==> src/hdl/csf_pkg.sv <==
package csf_pkg;

  localparam int COUNT_W  = 17;
  localparam int ID_W     = 6;
  localparam int INIT_W   = 15;
  localparam int STATUS_W = 2;
  localparam int APB_AW   = 3;
  localparam int APB_DW   = 32;

  localparam logic signed [COUNT_W-1:0] COUNT_MAX = 17'sd65535;
  localparam logic [INIT_W-1:0]         INIT_RESET = 15'd1;

  localparam logic OP_WAIT   = 1'b0;
  localparam logic OP_SIGNAL = 1'b1;

  localparam logic REG_INIT_VALUE = 1'b0;

  typedef enum logic [STATUS_W-1:0] {
    ST_OK   = 2'd0,
    ST_SAT  = 2'd1,
    ST_FULL = 2'd2
  } status_t;

  typedef struct packed {
    logic              load;
    logic [INIT_W-1:0] value;
  } cfg_load_t;

endpackage

==> src/hdl/csf_if.sv <==
interface csf_in_if;
  import csf_pkg::*;

  logic            valid;
  logic            ready;
  logic            op;
  logic [ID_W-1:0] thread_id;

  modport source (output valid, op, thread_id, input ready);
  modport sink   (input valid, op, thread_id, output ready);
endinterface

interface csf_out_if;
  import csf_pkg::*;

  logic                valid;
  logic                ready;
  logic                must_block;
  logic                woke_valid;
  logic [ID_W-1:0]     woke_thread;
  logic [STATUS_W-1:0] status;

  modport source (output valid, must_block, woke_valid, woke_thread, status, input ready);
  modport sink   (input valid, must_block, woke_valid, woke_thread, status, output ready);
endinterface

==> src/hdl/csf_store.sv <==
module csf_store #(
  parameter int DEPTH = 64,
  parameter int AW    = 6
) (
  input  logic                    clk,
  input  logic                    we,
  input  logic [AW-1:0]           waddr,
  input  logic [csf_pkg::ID_W-1:0] wdata,
  input  logic                    re,
  input  logic [AW-1:0]           raddr,
  output logic [csf_pkg::ID_W-1:0] rdata
);
  import csf_pkg::*;

  logic [ID_W-1:0] mem_r [DEPTH];
  logic [ID_W-1:0] rdata_r;

  always_ff @(posedge clk) begin
    if (we) begin
      mem_r[waddr] <= wdata;
    end
  end

  always_ff @(posedge clk) begin
    if (re) begin
      rdata_r <= mem_r[raddr];
    end
  end

  assign rdata = rdata_r;

endmodule

==> src/hdl/csf_ctrl.sv <==
module csf_ctrl #(
  parameter int MAX_THREADS = 64,
  parameter int AW          = $clog2(MAX_THREADS),
  parameter int WCNT_W      = $clog2(MAX_THREADS + 1)
) (
  input  logic                     clk,
  input  logic                     rst_n,
  input  csf_pkg::cfg_load_t       cfg,
  csf_in_if.sink                   in_ch,
  csf_out_if.source                out_ch,
  output logic                     mem_we,
  output logic [AW-1:0]            mem_waddr,
  output logic [csf_pkg::ID_W-1:0] mem_wdata,
  output logic                     mem_re,
  output logic [AW-1:0]            mem_raddr,
  input  logic [csf_pkg::ID_W-1:0] mem_rdata
);
  import csf_pkg::*;

  typedef enum logic {
    S_IDLE,
    S_RESP
  } state_t;

  localparam logic [AW-1:0]     LAST_IDX = AW'(MAX_THREADS - 1);
  localparam logic [WCNT_W-1:0] FULL_CNT = WCNT_W'(MAX_THREADS);

  state_t                     state_r, state_nxt;
  logic signed [COUNT_W-1:0]  cnt_r, cnt_nxt;
  logic [AW-1:0]              head_r, head_nxt;
  logic [AW-1:0]              tail_r, tail_nxt;
  logic [WCNT_W-1:0]          wcnt_r, wcnt_nxt;
  logic                       blk_r, blk_nxt;
  logic                       woke_r, woke_nxt;
  status_t                    stat_r, stat_nxt;
  logic                       ovalid_r, ovalid_nxt;
  logic                       oblk_r, oblk_nxt;
  logic                       owoke_r, owoke_nxt;
  logic [ID_W-1:0]            otid_r, otid_nxt;
  status_t                    ostat_r, ostat_nxt;

  logic                       accept;
  logic                       load_out;
  logic signed [COUNT_W-1:0]  cnt_dec;
  logic signed [COUNT_W-1:0]  cnt_inc;

  assign in_ch.ready = (state_r == S_IDLE);
  assign accept      = in_ch.valid && in_ch.ready;
  assign load_out    = (state_r == S_RESP) && (!ovalid_r || out_ch.ready);
  assign cnt_dec     = cnt_r - 17'sd1;
  assign cnt_inc     = cnt_r + 17'sd1;

  always_comb begin
    state_nxt  = state_r;
    cnt_nxt    = cnt_r;
    head_nxt   = head_r;
    tail_nxt   = tail_r;
    wcnt_nxt   = wcnt_r;
    blk_nxt    = blk_r;
    woke_nxt   = woke_r;
    stat_nxt   = stat_r;
    ovalid_nxt = ovalid_r;
    oblk_nxt   = oblk_r;
    owoke_nxt  = owoke_r;
    otid_nxt   = otid_r;
    ostat_nxt  = ostat_r;
    mem_we     = 1'b0;
    mem_re     = 1'b0;

    if (ovalid_r && out_ch.ready) begin
      ovalid_nxt = 1'b0;
    end

    unique case (state_r)
      S_IDLE: begin
        if (accept) begin
          blk_nxt   = 1'b0;
          woke_nxt  = 1'b0;
          stat_nxt  = ST_OK;
          state_nxt = S_RESP;
          if (in_ch.op == OP_WAIT) begin
            if (wcnt_r == FULL_CNT) begin
              stat_nxt = ST_FULL;
            end else begin
              cnt_nxt = cnt_dec;
              if (cnt_dec[COUNT_W-1]) begin
                mem_we   = 1'b1;
                tail_nxt = (tail_r == LAST_IDX) ? '0 : tail_r + AW'(1);
                wcnt_nxt = wcnt_r + WCNT_W'(1);
                blk_nxt  = 1'b1;
              end
            end
          end else begin
            if (cnt_r == COUNT_MAX) begin
              stat_nxt = ST_SAT;
            end else begin
              cnt_nxt = cnt_inc;
              if ((cnt_inc[COUNT_W-1] || cnt_inc == '0) && wcnt_r != '0) begin
                mem_re   = 1'b1;
                head_nxt = (head_r == LAST_IDX) ? '0 : head_r + AW'(1);
                wcnt_nxt = wcnt_r - WCNT_W'(1);
                woke_nxt = 1'b1;
              end
            end
          end
        end
      end
      S_RESP: begin
        if (load_out) begin
          ovalid_nxt = 1'b1;
          oblk_nxt   = blk_r;
          owoke_nxt  = woke_r;
          otid_nxt   = woke_r ? mem_rdata : '0;
          ostat_nxt  = stat_r;
          state_nxt  = S_IDLE;
        end
      end
      default: state_nxt = S_IDLE;
    endcase

    if (cfg.load) begin
      cnt_nxt  = COUNT_W'(cfg.value);
      head_nxt = '0;
      tail_nxt = '0;
      wcnt_nxt = '0;
    end
  end

  assign mem_waddr = tail_r;
  assign mem_wdata = in_ch.thread_id;
  assign mem_raddr = head_r;

  always_ff @(posedge clk) begin
    if (!rst_n) begin
      state_r  <= S_IDLE;
      cnt_r    <= COUNT_W'(INIT_RESET);
      head_r   <= '0;
      tail_r   <= '0;
      wcnt_r   <= '0;
      ovalid_r <= 1'b0;
    end else begin
      state_r  <= state_nxt;
      cnt_r    <= cnt_nxt;
      head_r   <= head_nxt;
      tail_r   <= tail_nxt;
      wcnt_r   <= wcnt_nxt;
      ovalid_r <= ovalid_nxt;
    end
    blk_r   <= blk_nxt;
    woke_r  <= woke_nxt;
    stat_r  <= stat_nxt;
    oblk_r  <= oblk_nxt;
    owoke_r <= owoke_nxt;
    otid_r  <= otid_nxt;
    ostat_r <= ostat_nxt;
  end

  assign out_ch.valid       = ovalid_r;
  assign out_ch.must_block  = oblk_r;
  assign out_ch.woke_valid  = owoke_r;
  assign out_ch.woke_thread = otid_r;
  assign out_ch.status      = ostat_r;

endmodule

==> src/hdl/counting_semaphore_fifo.sv <==
// Counting semaphore with a FIFO of blocked thread IDs. Each input word is a
// wait or a signal and yields one result word. In an operation, the accept
// cycle updates the count and indices and issues the queue memory write
// (wait) or read (signal), and the response state captures the read data
// into the output register once that register is free or being taken. The
// input is taken again while a result waits in that register. The count
// restarts from initial_value on reset and whenever initial_value is written,
// which also empties the queue; write it only while the block is idle.
module counting_semaphore_fifo #(
  parameter int MAX_THREADS = 64
) (
  input  logic                       clk,
  input  logic                       rst_n,
  csf_in_if.sink                     in_ch,
  csf_out_if.source                  out_ch,
  input  logic                       psel,
  input  logic                       penable,
  input  logic                       pwrite,
  input  logic [csf_pkg::APB_AW-1:0] paddr,
  input  logic [csf_pkg::APB_DW-1:0] pwdata,
  output logic [csf_pkg::APB_DW-1:0] prdata,
  output logic                       pready
);
  import csf_pkg::*;

  localparam int AW = (MAX_THREADS > 1) ? $clog2(MAX_THREADS) : 1;

  logic [INIT_W-1:0] init_r;
  logic              reg_sel;
  logic              wr_en;
  cfg_load_t         cfg;

  logic              mem_we;
  logic [AW-1:0]     mem_waddr;
  logic [ID_W-1:0]   mem_wdata;
  logic              mem_re;
  logic [AW-1:0]     mem_raddr;
  logic [ID_W-1:0]   mem_rdata;

  assign pready  = 1'b1;
  assign reg_sel = (paddr[2] == REG_INIT_VALUE);
  assign wr_en   = psel && penable && pwrite && pready && reg_sel;

  always_ff @(posedge clk) begin
    if (!rst_n) begin
      init_r <= INIT_RESET;
    end else if (wr_en) begin
      init_r <= pwdata[INIT_W-1:0];
    end
  end

  assign prdata    = reg_sel ? APB_DW'(init_r) : '0;
  assign cfg.load  = wr_en;
  assign cfg.value = pwdata[INIT_W-1:0];

  csf_ctrl #(
    .MAX_THREADS (MAX_THREADS),
    .AW          (AW)
  ) u_ctrl (
    .clk       (clk),
    .rst_n     (rst_n),
    .cfg       (cfg),
    .in_ch     (in_ch),
    .out_ch    (out_ch),
    .mem_we    (mem_we),
    .mem_waddr (mem_waddr),
    .mem_wdata (mem_wdata),
    .mem_re    (mem_re),
    .mem_raddr (mem_raddr),
    .mem_rdata (mem_rdata)
  );

  csf_store #(
    .DEPTH (MAX_THREADS),
    .AW    (AW)
  ) u_store (
    .clk   (clk),
    .we    (mem_we),
    .waddr (mem_waddr),
    .wdata (mem_wdata),
    .re    (mem_re),
    .raddr (mem_raddr),
    .rdata (mem_rdata)
  );

endmodule

==> src/flat_wrapper.sv <==
// flat-port wrapper written by rule: the top's interface ports become plain ports
module counting_semaphore_fifo_flat import csf_pkg::*;
#(
  parameter int MAX_THREADS = 64
)
  (clk, rst_n, psel, penable, pwrite, paddr, pwdata, prdata, pready, in_ch_valid, in_ch_op, in_ch_thread_id, in_ch_ready, out_ch_valid, out_ch_must_block, out_ch_woke_valid, out_ch_woke_thread, out_ch_status, out_ch_ready);
  csf_in_if in_ch_i ();
  csf_out_if out_ch_i ();
  input  logic clk;
  input  logic rst_n;
  input  logic psel;
  input  logic penable;
  input  logic pwrite;
  input  logic [csf_pkg::APB_AW-1:0] paddr;
  input  logic [csf_pkg::APB_DW-1:0] pwdata;
  output logic [csf_pkg::APB_DW-1:0] prdata;
  output logic pready;
  input wire logic [$bits(in_ch_i.valid)-1:0] in_ch_valid;
  input wire logic [$bits(in_ch_i.op)-1:0] in_ch_op;
  input wire logic [$bits(in_ch_i.thread_id)-1:0] in_ch_thread_id;
  output wire logic [$bits(in_ch_i.ready)-1:0] in_ch_ready;
  output wire logic [$bits(out_ch_i.valid)-1:0] out_ch_valid;
  output wire logic [$bits(out_ch_i.must_block)-1:0] out_ch_must_block;
  output wire logic [$bits(out_ch_i.woke_valid)-1:0] out_ch_woke_valid;
  output wire logic [$bits(out_ch_i.woke_thread)-1:0] out_ch_woke_thread;
  output wire logic [$bits(out_ch_i.status)-1:0] out_ch_status;
  input wire logic [$bits(out_ch_i.ready)-1:0] out_ch_ready;
  assign in_ch_i.valid = in_ch_valid;
  assign in_ch_i.op = in_ch_op;
  assign in_ch_i.thread_id = in_ch_thread_id;
  assign in_ch_ready = in_ch_i.ready;
  assign out_ch_valid = out_ch_i.valid;
  assign out_ch_must_block = out_ch_i.must_block;
  assign out_ch_woke_valid = out_ch_i.woke_valid;
  assign out_ch_woke_thread = out_ch_i.woke_thread;
  assign out_ch_status = out_ch_i.status;
  assign out_ch_i.ready = out_ch_ready;
  counting_semaphore_fifo #(.MAX_THREADS(MAX_THREADS)) u_core (.clk(clk), .rst_n(rst_n), .in_ch(in_ch_i), .out_ch(out_ch_i), .psel(psel), .penable(penable), .pwrite(pwrite), .paddr(paddr), .pwdata(pwdata), .prdata(prdata), .pready(pready));
endmodule
==> config.mk <==
export PLATFORM = sky130hd
export DESIGN_NAME = counting_semaphore_fifo_flat
export DESIGN_NICKNAME = d
export VERILOG_FILES = /design/src/hdl/csf_pkg.sv /design/src/hdl/csf_if.sv /design/src/hdl/csf_store.sv /design/src/hdl/csf_ctrl.sv /design/src/hdl/counting_semaphore_fifo.sv /design/src/flat_wrapper.sv
export SDC_FILE = /design/constraint.sdc
export NUM_CORES = 1
export LEC_CHECK = 0
export BUFFER_PORTS_ARGS = -buffer_cell sky130_fd_sc_hd__buf_4
export CAP_MARGIN = 5
export CORE_MARGIN = 3
export CORE_UTILIZATION = 30
export CTS_CLUSTER_SIZE = 20
export DETAILED_ROUTE_END_ITERATION = 8
export PLACE_DENSITY = 0.52
export SETUP_SLACK_MARGIN = 0.05
export SLEW_MARGIN = 40
export SYNTH_ARGS = -nofsm -noshare
export SYNTH_HDL_FRONTEND = slang
export SYNTH_SLANG_ARGS = --single-unit
==> constraint.sdc <==
create_clock -name clk -period 5.8 [get_ports clk]
set_input_delay 1.16 -clock clk [delete_from_list [all_inputs] [get_ports clk]]
set_output_delay 1.16 -clock clk [all_outputs]
set_load 0.02 [all_outputs]
==> results.txt, run 1 <==
# setup viols final - 0
Via count - 9,643
Final total power - 0.00688 W
Most frequent cells in the layout - 404 x edfxtp_1, 126 x mux4_2, 106 x nor2_1, 68 x nand2_1, 61 x buf_4
Final hold vios - 0
Clock Sinks - 457
Status - completed
CP dominant cell by count - nor2_1
Most common cell after layout, fill and taps aside - edfxtp_1
HPWL Detailed - 25,600 microns
Slowest-stage cell, CP - nor4_2
Die area - 0.0660 sq mm
Ys async rst share - 0%
HP Start - u_core.u_ctrl.stat_r[0]$_SDFFCE_PN0P_
Post-Synth Adder-Cell Area - 0.768%
Total placed instance area - 0.0201 sq mm
YS warnings - 0
Number of port buffers - 56
Delay-heaviest family, CP - simple AND/OR/NAND/NOR gates
Finished Layout Cells - 2,018
Area Growth Syn to Fin - 14.6%
Clock share of power - 44.3%
Placed instance count - 1,926
Simple-gate portion of the synthesized area - 7.13%
Clock latency on the worst-skew pair - 0.59 ns
Max-slew headroom at the worst pin - 44.3%
Synth Instances - 1,090
Drt total wl - 42,200 microns
Synth area leaders - edfxtp_1 64%, mux4_2 15%, dfxtp_1 5.6%
Root Driver - clkbuf_16
Clock transition at path regs - 0.06 ns
Post-synth EDFFs - 404
Switching fraction of total power - 21.5%
Initial antenna violation count - 0
CP arrival - 4.14 ns
Largest net degree at the start of global routing - 65
Gr usage total - 12.7%
First-pass GRT wire length - 63,300 microns
Gpl congestion - 0.775
Largest stage delay on the critical path - 0.70 ns
Pre-antenna DRT Iters - 5
Synth area leader - edfxtp_1
Hold_buf cts - 0
CTS tree - done
Worst Hold Class - reg -> reg
Post-synth top flop - edfxtp_1
Max-cap violations - 0
Longest Clk Path Bufs - 3
Switch Pwr - 0.00148 W
Largest family of logic cells by synthesized area - multiplexers
Lkg Pwr - 6.61 nW
Post-Syn Area - 0.0189 sq mm
Resize count post-CTS - 0
Max Fclk - 254 MHz
H-tree depth - 2
# diodes - 0
Comb pwr share - 3.1%
# IOs - 94
Peak supply drop - 0.196 mV
Vias in the first global route - 9,754
Slew Viols, Final - 0
Core Region - 0.0621 sq mm
RSZ-0062 raised after global routing - no
CP startpoint kind - flop
Crit path cell chain - nor4_2 > nand4_1 > mux2_2 > nand2b_2 > nor2_1 > nand3_1 > nor2_1
Die H - 257 microns
Clk_skew - 0.0232 ns
Worst slew pin tran - 0.834 ns
Power Density - 318 mW/mm^2
Residual DRC count - 0
Grt ovf - 0
Crit Path Max Fanout - 10
Routed len/inst - 20.9 microns
Post-CTS setup buffers - 0
Core Rows - 91
Internal Power - 0.00540 W
Die width - 257 microns
Post-synthesis area per instance - 17.3 sq um
Post-route cell area - 0.0216 sq mm
WP buf/inv - 0
Register share of total power - 52.6%
Unique cell type count in the Yosys netlist - 63
Sequential share of the synthesized area - 69.8%
Synth Area in XOR/XNOR - 1.16%
WP data required - 6.01 ns
Layout cells sized above 1 - 24.2%
Synthesis-stage register bit count - 457
Worst Path Class, Setup - reg -> reg
Yosys top cell area share - 64.2%
Vias per cell - 4.78
Period minus WS final - 3.93 ns
CTS Buf Count - 49
Worst r2r src - u_core.u_ctrl.cnt_r[4]$_SDFFE_PN0P_
Number of antenna-violating nets in the routed design - 0
Mux contribution to synthesized area - 15.6%
Compound-Gate Fraction of Synth Area - 2.73%
Initial Util - 30.4%
Crit. End Element - flop
Final setup TNS - 0 ns
Tcrit/Tclk final - 67.8%
Initial DRC Count - 685
Nets - 1,200
Critical path origin - u_core.u_ctrl.cnt_r[4]$_SDFFE_PN0P_
==> power by group through the flow <==
stage                     Clock [W]  Combinational [W]  Sequential [W]
final                       0.00305           0.000215         0.00362
after floorplan                   0           0.000137         0.00368
after CTS                   0.00314           0.000219         0.00362
after global placement            0           0.000213         0.00369
after global routing        0.00327           0.000237         0.00362
after detailed placement          0           0.000218         0.00369
==> flip-flops by register name (all words and copies together), names as in the netlist <==
signal / flops
u_core.init_r: 15
u_core.u_ctrl.blk_r: 1
u_core.u_ctrl.cnt_r: 17
u_core.u_ctrl.mem_raddr: 6
u_core.u_ctrl.mem_waddr: 6
u_core.u_ctrl.out_ch.must_block: 1
u_core.u_ctrl.out_ch.status: 2
u_core.u_ctrl.out_ch.valid: 1
u_core.u_ctrl.out_ch.woke_thread: 6
u_core.u_ctrl.out_ch.woke_valid: 1
u_core.u_ctrl.stat_r: 2
u_core.u_ctrl.state_r: 1
u_core.u_ctrl.wcnt_r: 7
u_core.u_ctrl.woke_r: 1
u_core.u_store.mem_r: 384
u_core.u_store.rdata: 6
==> kinds of logic (layout without fill, tap and decap cells) <==
kind of cell,count (synthesis),count (layout)
AO/OA/AOI/OAI,83,83
XOR/XNOR,25,25
adder cells (fa/ha/maj),11,11
buffers and inverters,96,171
flip-flops,457,457
multiplexers,137,137
other,2,18
AND/OR/NAND/NOR,279,279
==> synthesized netlist by cell type (2+ instances only) <==
cell type,number
edfxtp_1,404
mux4_2,126
nor2_1,106
nand2_1,69
dfxtp_1,53
a21oi_1,39
clkbuf_1,38
buf_4,20
nand3_1,18
nor2b_1,18
inv_1,14
o21ai_0,14
xnor2_1,14
buf_1,13
nand4_1,11
xor2_1,11
ha_1,10
mux2i_1,10
a211oi_1,8
and2_1,8
buf_6,8
nor3_1,8
and3_1,6
nand3b_1,6
or3_1,5
a31oi_1,4
nor4_1,4
o22ai_1,3
a21o_1,2
a21oi_2,2
a311oi_1,2
a31o_1,2
and4_1,2
conb_1,2
or4_1,2
==> layout make-up <==
type                            instances  area, sq um
Sequential cell                       457        13200
Multi-Input combinational cell        553         5250
Tap cell                              837         1050
Clock inverter                         32          272
Clock buffer                           60         1300
Fill cell                            5856        40400
Timing Repair Buffer                   64          517
Inverter                               15         56.3
==> metrics by stage <==
step / utilization (%) / worst slack [ns] / hold WS (ns)
6_report: 34.9 / 1.87 / 0.418
5_1_grt: 34.9 / 1.66 / 0.429
4_1_cts: 34.9 / 1.85 / 0.421
3_5_place_dp: 32.3 / 1.56 / 0.406
3_3_place_gp: 32.3 / 1.62 / 0.403
2_1_floorplan: - / 2.84 / 0.400
==> routing by layer <==
layer | GRT usage [%] | up-vias | share of wire [%]
met1 | 17.3 | 5006 | 45
met2 | 20.6 | 218 | 48
li1 | - | 4348 | -
met4 | 3.29 | 0 | 2.1
met3 | 2.80 | 71 | 4.8
met5 | 0 | - | 0
==> path summary, 6_finish.rpt <==
path                                              endpoint  slack (ns)  depth (start not counted)
setup reg to reg     u_core.u_store.mem_r[48][0]$_DFFE_PP_        1.87                          7
hold reg to reg   u_core.u_ctrl.out_ch.status[0]$_DFFE_PP_        0.42                          0
setup / recovery     u_core.u_store.mem_r[48][0]$_DFFE_PP_        1.87                          7
hold / removal    u_core.u_ctrl.out_ch.status[0]$_DFFE_PP_        0.42                          0
(Power assumes the default switching activity.)
==> inputs of run 2 (changes only) <==
==> constraint.sdc (replaced) <==
create_clock -name clk -period 3.85 [get_ports clk]
set_input_delay 0.77 -clock clk [delete_from_list [all_inputs] [get_ports clk]]
set_output_delay 0.77 -clock clk [all_outputs]
set_load 0.02 [all_outputs]
==> run 2 against run 1 <==
Cell area grew 1.6%. Combinational power increased by 53%. Cell count increased by 1.8%. Flip-flop and latch count unchanged. Total power is 53% higher. Critical path depth is 5 higher. Clock power increased by 55%. Routed wire length down 2.1%. Worst hold slack better by 0.0077 ns. Non-clock buffer count up 37. Global-route usage shrank 0.060 points. Highest routed layer unchanged.
==> results.txt, run 2 (synthesized netlist as in run 1, its figures left out) <==
Post-CTS setup buffers - 0 (unchanged)
Sequential cell area - 0.0132 sq mm (about the same)
Status - completed (unchanged)
Post-route cell area - 0.0220 sq mm (was 0.0216 sq mm)
Crit. End Element - flop (unchanged)
RSZ-0062 raised after global routing - no (unchanged)
Number of port buffers - 56 (unchanged)
CTS Buf Count - 49 (unchanged)
Initial antenna violation count - 0 (unchanged)
Slew Viols, Final - 0 (unchanged)
First-pass GRT wire length - 63,800 microns (was 63,300 microns)
Power Density - 477 mW/mm^2 (was 318 mW/mm^2)
Crit Path Max Fanout - 11 (was 10)
Worst slew pin tran - 0.759 ns (was 0.834 ns)
Clock transition at path regs - 0.06 ns (about the same)
Lkg Pwr - 6.83 nW (was 6.61 nW)
HPWL Detailed - 25,900 microns (was 25,600 microns)
Longest Clk Path Bufs - 3 (unchanged)
Max reg flops - 384 (unchanged)
Period minus WS final - 3.46 ns (was 3.93 ns)
Clock latency on the worst-skew pair - 0.59 ns (about the same)
Max-cap violations - 0 (unchanged)
Largest registers - u_core.u_store.mem_r (384), u_core.u_ctrl.cnt_r (17), u_core.init_r (15) (unchanged)
Core Rows - 91 (unchanged)
# IOs - 94 (unchanged)
Max Fclk - 289 MHz (was 254 MHz)
CP arrival - 3.69 ns (was 4.14 ns)
Vias per cell - 4.76 (was 4.78)
Final hold vios - 0 (unchanged)
Routed len/inst - 20.1 microns (was 20.9 microns)
Worst Hold Class - reg -> reg (unchanged)
Most common cell after layout, fill and taps aside - edfxtp_1 (unchanged)
H-tree depth - 2 (unchanged)
Pre-antenna DRT Iters - 5 (unchanged)
Largest net degree at the start of global routing - 65 (unchanged)
Drt total wl - 41,300 microns (was 42,200 microns)
Peak supply drop - 0.335 mV (was 0.196 mV)
Initial DRC Count - 907 (was 685)
Layout fillers - 5,842 (was 5,856)
Multi-input gate area - 0.00525 sq mm (about the same)
# setup viols final - 0 (unchanged)
Core Region - 0.0621 sq mm (unchanged)
Nets - 1,237 (was 1,200)
Die H - 257 microns (unchanged)
Worst Path Class, Setup - reg -> reg (unchanged)
Gpl congestion - 0.755 (was 0.775)
Number of antenna-violating nets in the routed design - 0 (unchanged)
Initial Util - 30.4% (unchanged)
Max-slew headroom at the worst pin - 49.3% (was 44.3%)
Vias in the first global route - 9,932 (was 9,754)
Grt ovf - 0 (unchanged)
WP data required - 4.07 ns (was 6.01 ns)
Clk_skew - 0.0179 ns (was 0.0232 ns)
Residual DRC count - 0 (unchanged)
Final setup TNS - 0 ns (unchanged)
Root Driver - clkbuf_16 (unchanged)
Gr usage total - 12.6% (was 12.7%)
Hold_buf cts - 0 (unchanged)
Layout cells sized above 1 - 26.0% (was 24.2%)
Area Growth Syn to Fin - 16.5% (was 14.6%)
Via count - 9,773 (was 9,643)
Die area - 0.0660 sq mm (unchanged)
Most frequent cells in the layout - 404 x edfxtp_1, 126 x mux4_2, 106 x nor2_1, 97 x buf_4, 68 x nand2_1 (was 404 x edfxtp_1, 126 x mux4_2, 106 x nor2_1, 68 x nand2_1, 61 x buf_4)
# diodes - 0 (unchanged)
Die width - 257 microns (unchanged)
CTS tree - done (unchanged)
Total placed instance area - 0.0204 sq mm (was 0.0201 sq mm)
CP startpoint kind - flop (unchanged)
Most flops, register - u_core.u_store.mem_r (unchanged)
Clock Sinks - 457 (unchanged)
Resize count post-CTS - 0 (unchanged)
Tcrit/Tclk final - 90.0% (was 67.8%)
-- run 2: per-layer routing --
metal	routed length, microns	GRT usage (%)	vias up
met5	0	0	-
met2	19700	20.3	254
met3	2080	2.52	53
met1	18900	17.7	5053
met4	666	2.88	0
li1	-	-	4413
-- run 2: cell type report --
type	instances	area share, %
inverters	15	0.256
repair buffers	101	3.67
multi-input cells	553	23.8
clock buffers	70	6.30
flip-flops and latches	457	60.0
clock inverters	21	1.17
well taps	837	4.76
-- run 2: worst max-delay path, cell delays in order (launching register included) --
cell      delay [ns]
dfxtp_1         0.39
ha_1            0.29
nand2_1         0.11
nor3_1          0.06
nand2_1         0.08
nor2_1          0.06
ha_1            0.21
nand2_1         0.12
and3_2          0.38
nand2b_2        0.18
nor2_1          0.24
nand3b_1        0.36
nor2_1          0.61
-- run 2: path summary, 6_finish.rpt --
check | start | to | slack [ns] | depth (start not counted)
hold / removal | u_core.u_ctrl.stat_r[0]$_SDFFCE_PN0P_ | u_core.u_ctrl.out_ch.status[0]$_DFFE_PP_ | 0.43 | 0
hold reg to reg | u_core.u_ctrl.stat_r[0]$_SDFFCE_PN0P_ | u_core.u_ctrl.out_ch.status[0]$_DFFE_PP_ | 0.43 | 0
setup / recovery | u_core.u_ctrl.cnt_r[1]$_SDFFE_PN0P_ | u_core.u_store.mem_r[21][3]$_DFFE_PP_ | 0.39 | 12
setup reg to reg | u_core.u_ctrl.cnt_r[1]$_SDFFE_PN0P_ | u_core.u_store.mem_r[21][3]$_DFFE_PP_ | 0.39 | 12
-- run 2: report_power, final --
group          switching (W)  leakage [nW]  internal [W]
Clock                0.00193         0.795       0.00279
Sequential         0.0000335          4.07       0.00542
Combinational       0.000217          1.97      0.000110
Total                0.00218          6.83       0.00832
-- run 2: through the flow --
stage / hold slack (ns) / total power, W / utilization (%) / setup slack [ns] / cells
floorplan: 0.400 / 0.00575 / - / 0.937 / 1106
global placement: 0.403 / 0.00588 / 32.8 / 0.445 / 1963
detailed placement: 0.416 / 0.00589 / 32.8 / 0.410 / 1963
CTS: 0.403 / 0.0106 / 35.5 / 0.385 / 2054
global route: 0.425 / 0.0109 / 35.5 / 0.173 / 2054
finish: 0.426 / 0.0105 / 35.5 / 0.387 / 2054
==> inputs of run 3 (changes only) <==
--- a/config.mk
+++ b/config.mk
@@ -7,11 +7,13 @@
 export LEC_CHECK = 0
 export BUFFER_PORTS_ARGS = -buffer_cell sky130_fd_sc_hd__buf_4
 export CAP_MARGIN = 5
+export CELL_PAD_IN_SITES_DETAIL_PLACEMENT = 1
+export CELL_PAD_IN_SITES_GLOBAL_PLACEMENT = 2
 export CORE_MARGIN = 3
 export CORE_UTILIZATION = 30
 export CTS_CLUSTER_SIZE = 20
 export DETAILED_ROUTE_END_ITERATION = 8
-export PLACE_DENSITY = 0.52
+export PLACE_DENSITY = 0.62
 export SETUP_SLACK_MARGIN = 0.05
 export SLEW_MARGIN = 40
 export SYNTH_ARGS = -nofsm -noshare
==> run 3 against run 2 <==
Largest cell class unchanged. Sequential power hardly changed. Maximum frequency is 4.3% higher. Highest routed layer unchanged. Total power is 2.2% higher. Routed wire length is 10% higher.
==> results.txt, run 3 (synthesized netlist as in run 1, its figures left out) <==
Status - completed (unchanged)
Slowest-stage cell, CP - nor2_1 (unchanged)
Clk_skew - 0.0289 ns (was 0.0179 ns)
Clock transition at path regs - 0.06 ns (about the same)
Period minus WS final - 3.32 ns (was 3.46 ns)
Gr usage total - 13.8% (was 12.6%)
Worst slew pin tran - 0.819 ns (was 0.759 ns)
Tcrit/Tclk final - 86.3% (was 90.0%)
Final hold vios - 0 (unchanged)
Die H - 257 microns (unchanged)
Worst Path Class, Setup - reg -> reg (unchanged)
Max-slew headroom at the worst pin - 45.3% (was 49.3%)
Worst Hold Class - reg -> reg (unchanged)
CTS tree - done (unchanged)
Largest net degree at the start of global routing - 65 (unchanged)
Most common cell after layout, fill and taps aside - edfxtp_1 (unchanged)
RSZ-0062 raised after global routing - no (unchanged)
Root Driver - clkbuf_16 (unchanged)
Vias per cell - 4.79 (was 4.76)
Crit Path Max Fanout - 9 (was 11)
Max-cap violations - 0 (unchanged)
Crit. End Element - flop (unchanged)
Initial Util - 30.4% (unchanged)
Most frequent cells in the layout - 404 x edfxtp_1, 126 x mux4_2, 110 x buf_4, 106 x nor2_1, 68 x nand2_1 (was 404 x edfxtp_1, 126 x mux4_2, 106 x nor2_1, 97 x buf_4, 68 x nand2_1)
Drt total wl - 45,500 microns (was 41,300 microns)
Post-CTS setup buffers - 0 (unchanged)
Resize count post-CTS - 0 (unchanged)
Core Region - 0.0621 sq mm (unchanged)
Initial antenna violation count - 0 (unchanged)
Power Density - 483 mW/mm^2 (was 477 mW/mm^2)
Largest registers - u_core.u_store.mem_r (384), u_core.u_ctrl.cnt_r (17), u_core.init_r (15) (unchanged)
Largest stage delay on the critical path - 0.64 ns (was 0.61 ns)
Lkg Pwr - 6.95 nW (was 6.83 nW)
Peak supply drop - 0.269 mV (was 0.335 mV)
Area Growth Syn to Fin - 17.5% (was 16.5%)
Clock latency on the worst-skew pair - 0.60 ns (was 0.59 ns)
Final core utilization - 35.8% (was 35.5%)
Max Fclk - 301 MHz (was 289 MHz)
# diodes - 0 (unchanged)
Die area - 0.0660 sq mm (unchanged)
Max reg flops - 384 (unchanged)
Number of port buffers - 56 (unchanged)
Grt ovf - 0 (unchanged)
Initial DRC Count - 682 (was 907)
Gpl congestion - 0.746 (was 0.755)
Worst setup margin - 0.528 ns (was 0.387 ns)
# IOs - 94 (unchanged)
Pre-antenna DRT Iters - 5 (unchanged)
Layout cells sized above 1 - 26.9% (was 26.0%)
Number of antenna-violating nets in the routed design - 0 (unchanged)
Final setup TNS - 0 ns (unchanged)
Routed len/inst - 21.9 microns (was 20.1 microns)
WP data required - 4.08 ns (was 4.07 ns)
CP startpoint kind - flop (unchanged)
First-pass GRT wire length - 68,900 microns (was 63,800 microns)
# setup viols final - 0 (unchanged)
Die width - 257 microns (unchanged)
Place WS - 0.475 ns (was 0.410 ns)
HPWL Detailed - 28,700 microns (was 25,900 microns)
Nets - 1,254 (was 1,237)
Residual DRC count - 0 (unchanged)
Slew Viols, Final - 0 (unchanged)
H-tree depth - 2 (unchanged)
CP arrival - 3.55 ns (was 3.69 ns)
Crit path cell chain - inv_1 > ha_1 > nor4b_1 > nand4_1 > mux2_2 > nor3_2 > buf_4 > nand3_1 > nor2_1 (was ha_1 > nand2_1 > nor3_1 > nand2_1 > nor2_1 > ha_1 > nand2_1 > and3_2 > nand2b_2 > nor2_1 > nand3b_1 > nor2_1)
Clock Sinks - 457 (unchanged)
CTS Buf Count - 51 (was 49)
Via count - 9,928 (was 9,773)
Core Rows - 91 (unchanged)
Vias in the first global route - 10,500 (was 9,932)
Hold_buf cts - 0 (unchanged)
Most flops, register - u_core.u_store.mem_r (unchanged)
Longest Clk Path Bufs - 3 (unchanged)
Layout fillers - 6,246 (was 5,842)
==> run 3: routing by layer <==
metal  track usage, %  up-vias  part of all wire [%]
met5                0        -                     0
met2             22.6      174                    48
met1             19.0     5234                    46
li1                 -     4457                     -
met4             3.32        0                   1.9
met3             2.78       63                   4.2
==> run 3: worst max-delay path: cells and delay by family (launching register included) <==
| family | cells | cell delay (ns) |
|---|---|---|
| adders and majority gates | 1 | 0.25 |
| buffers and inverters | 2 | 0.31 |
| DFF | 1 | 0.46 |
| muxes | 1 | 0.41 |
| and+or+nand+nor | 5 | 1.52 |
==> run 3: layout make-up <==
class	instances	area (sq um)	area share, %
multi-input combinational	553	5250	23.6
tap	837	1050	4.72
clock buffer	61	1310	5.92
inverter	15	56.3	0.254
sequential	457	13200	59.5
clock inverter	34	384	1.73
timing repair buffer	116	946	4.26
==> run 3: power by group <==
group | leakage [nW] | switching, W | total (W) | internal [W]
registers | 4.07 | 0.0000348 | 0.00545 | 0.00542
clock network | 0.821 | 0.00197 | 0.00494 | 0.00297
logic | 2.05 | 0.000224 | 0.000333 | 0.000109
==> run 3: per-stage QoR <==
step                total power [W]  instance area (sq um)  cells  hold slack, ns
floorplan                   0.00575                  19000   1106           0.400
global placement            0.00589                  20500   1978           0.408
global route                 0.0111                  22200   2073           0.430
detailed placement          0.00590                  20500   1978           0.416
finish                       0.0107                  22200   2073           0.428
CTS                          0.0109                  22200   2073           0.399
==> run 3: final timing paths <==
| check | from | cells past startpoint | slack, ns | to |
|---|---|---|---|---|
| setup / recovery | u_core.u_ctrl.cnt_r[0]$_SDFFE_PN1P_ | 9 | 0.53 | u_core.u_store.mem_r[61][0]$_DFFE_PP_ |
| hold / removal | u_core.u_ctrl.stat_r[0]$_SDFFCE_PN0P_ | 0 | 0.43 | u_core.u_ctrl.out_ch.status[0]$_DFFE_PP_ |
| setup reg to reg | u_core.u_ctrl.cnt_r[0]$_SDFFE_PN1P_ | 9 | 0.53 | u_core.u_store.mem_r[61][0]$_DFFE_PP_ |
| hold reg to reg | u_core.u_ctrl.stat_r[0]$_SDFFCE_PN0P_ | 0 | 0.43 | u_core.u_ctrl.out_ch.status[0]$_DFFE_PP_ |
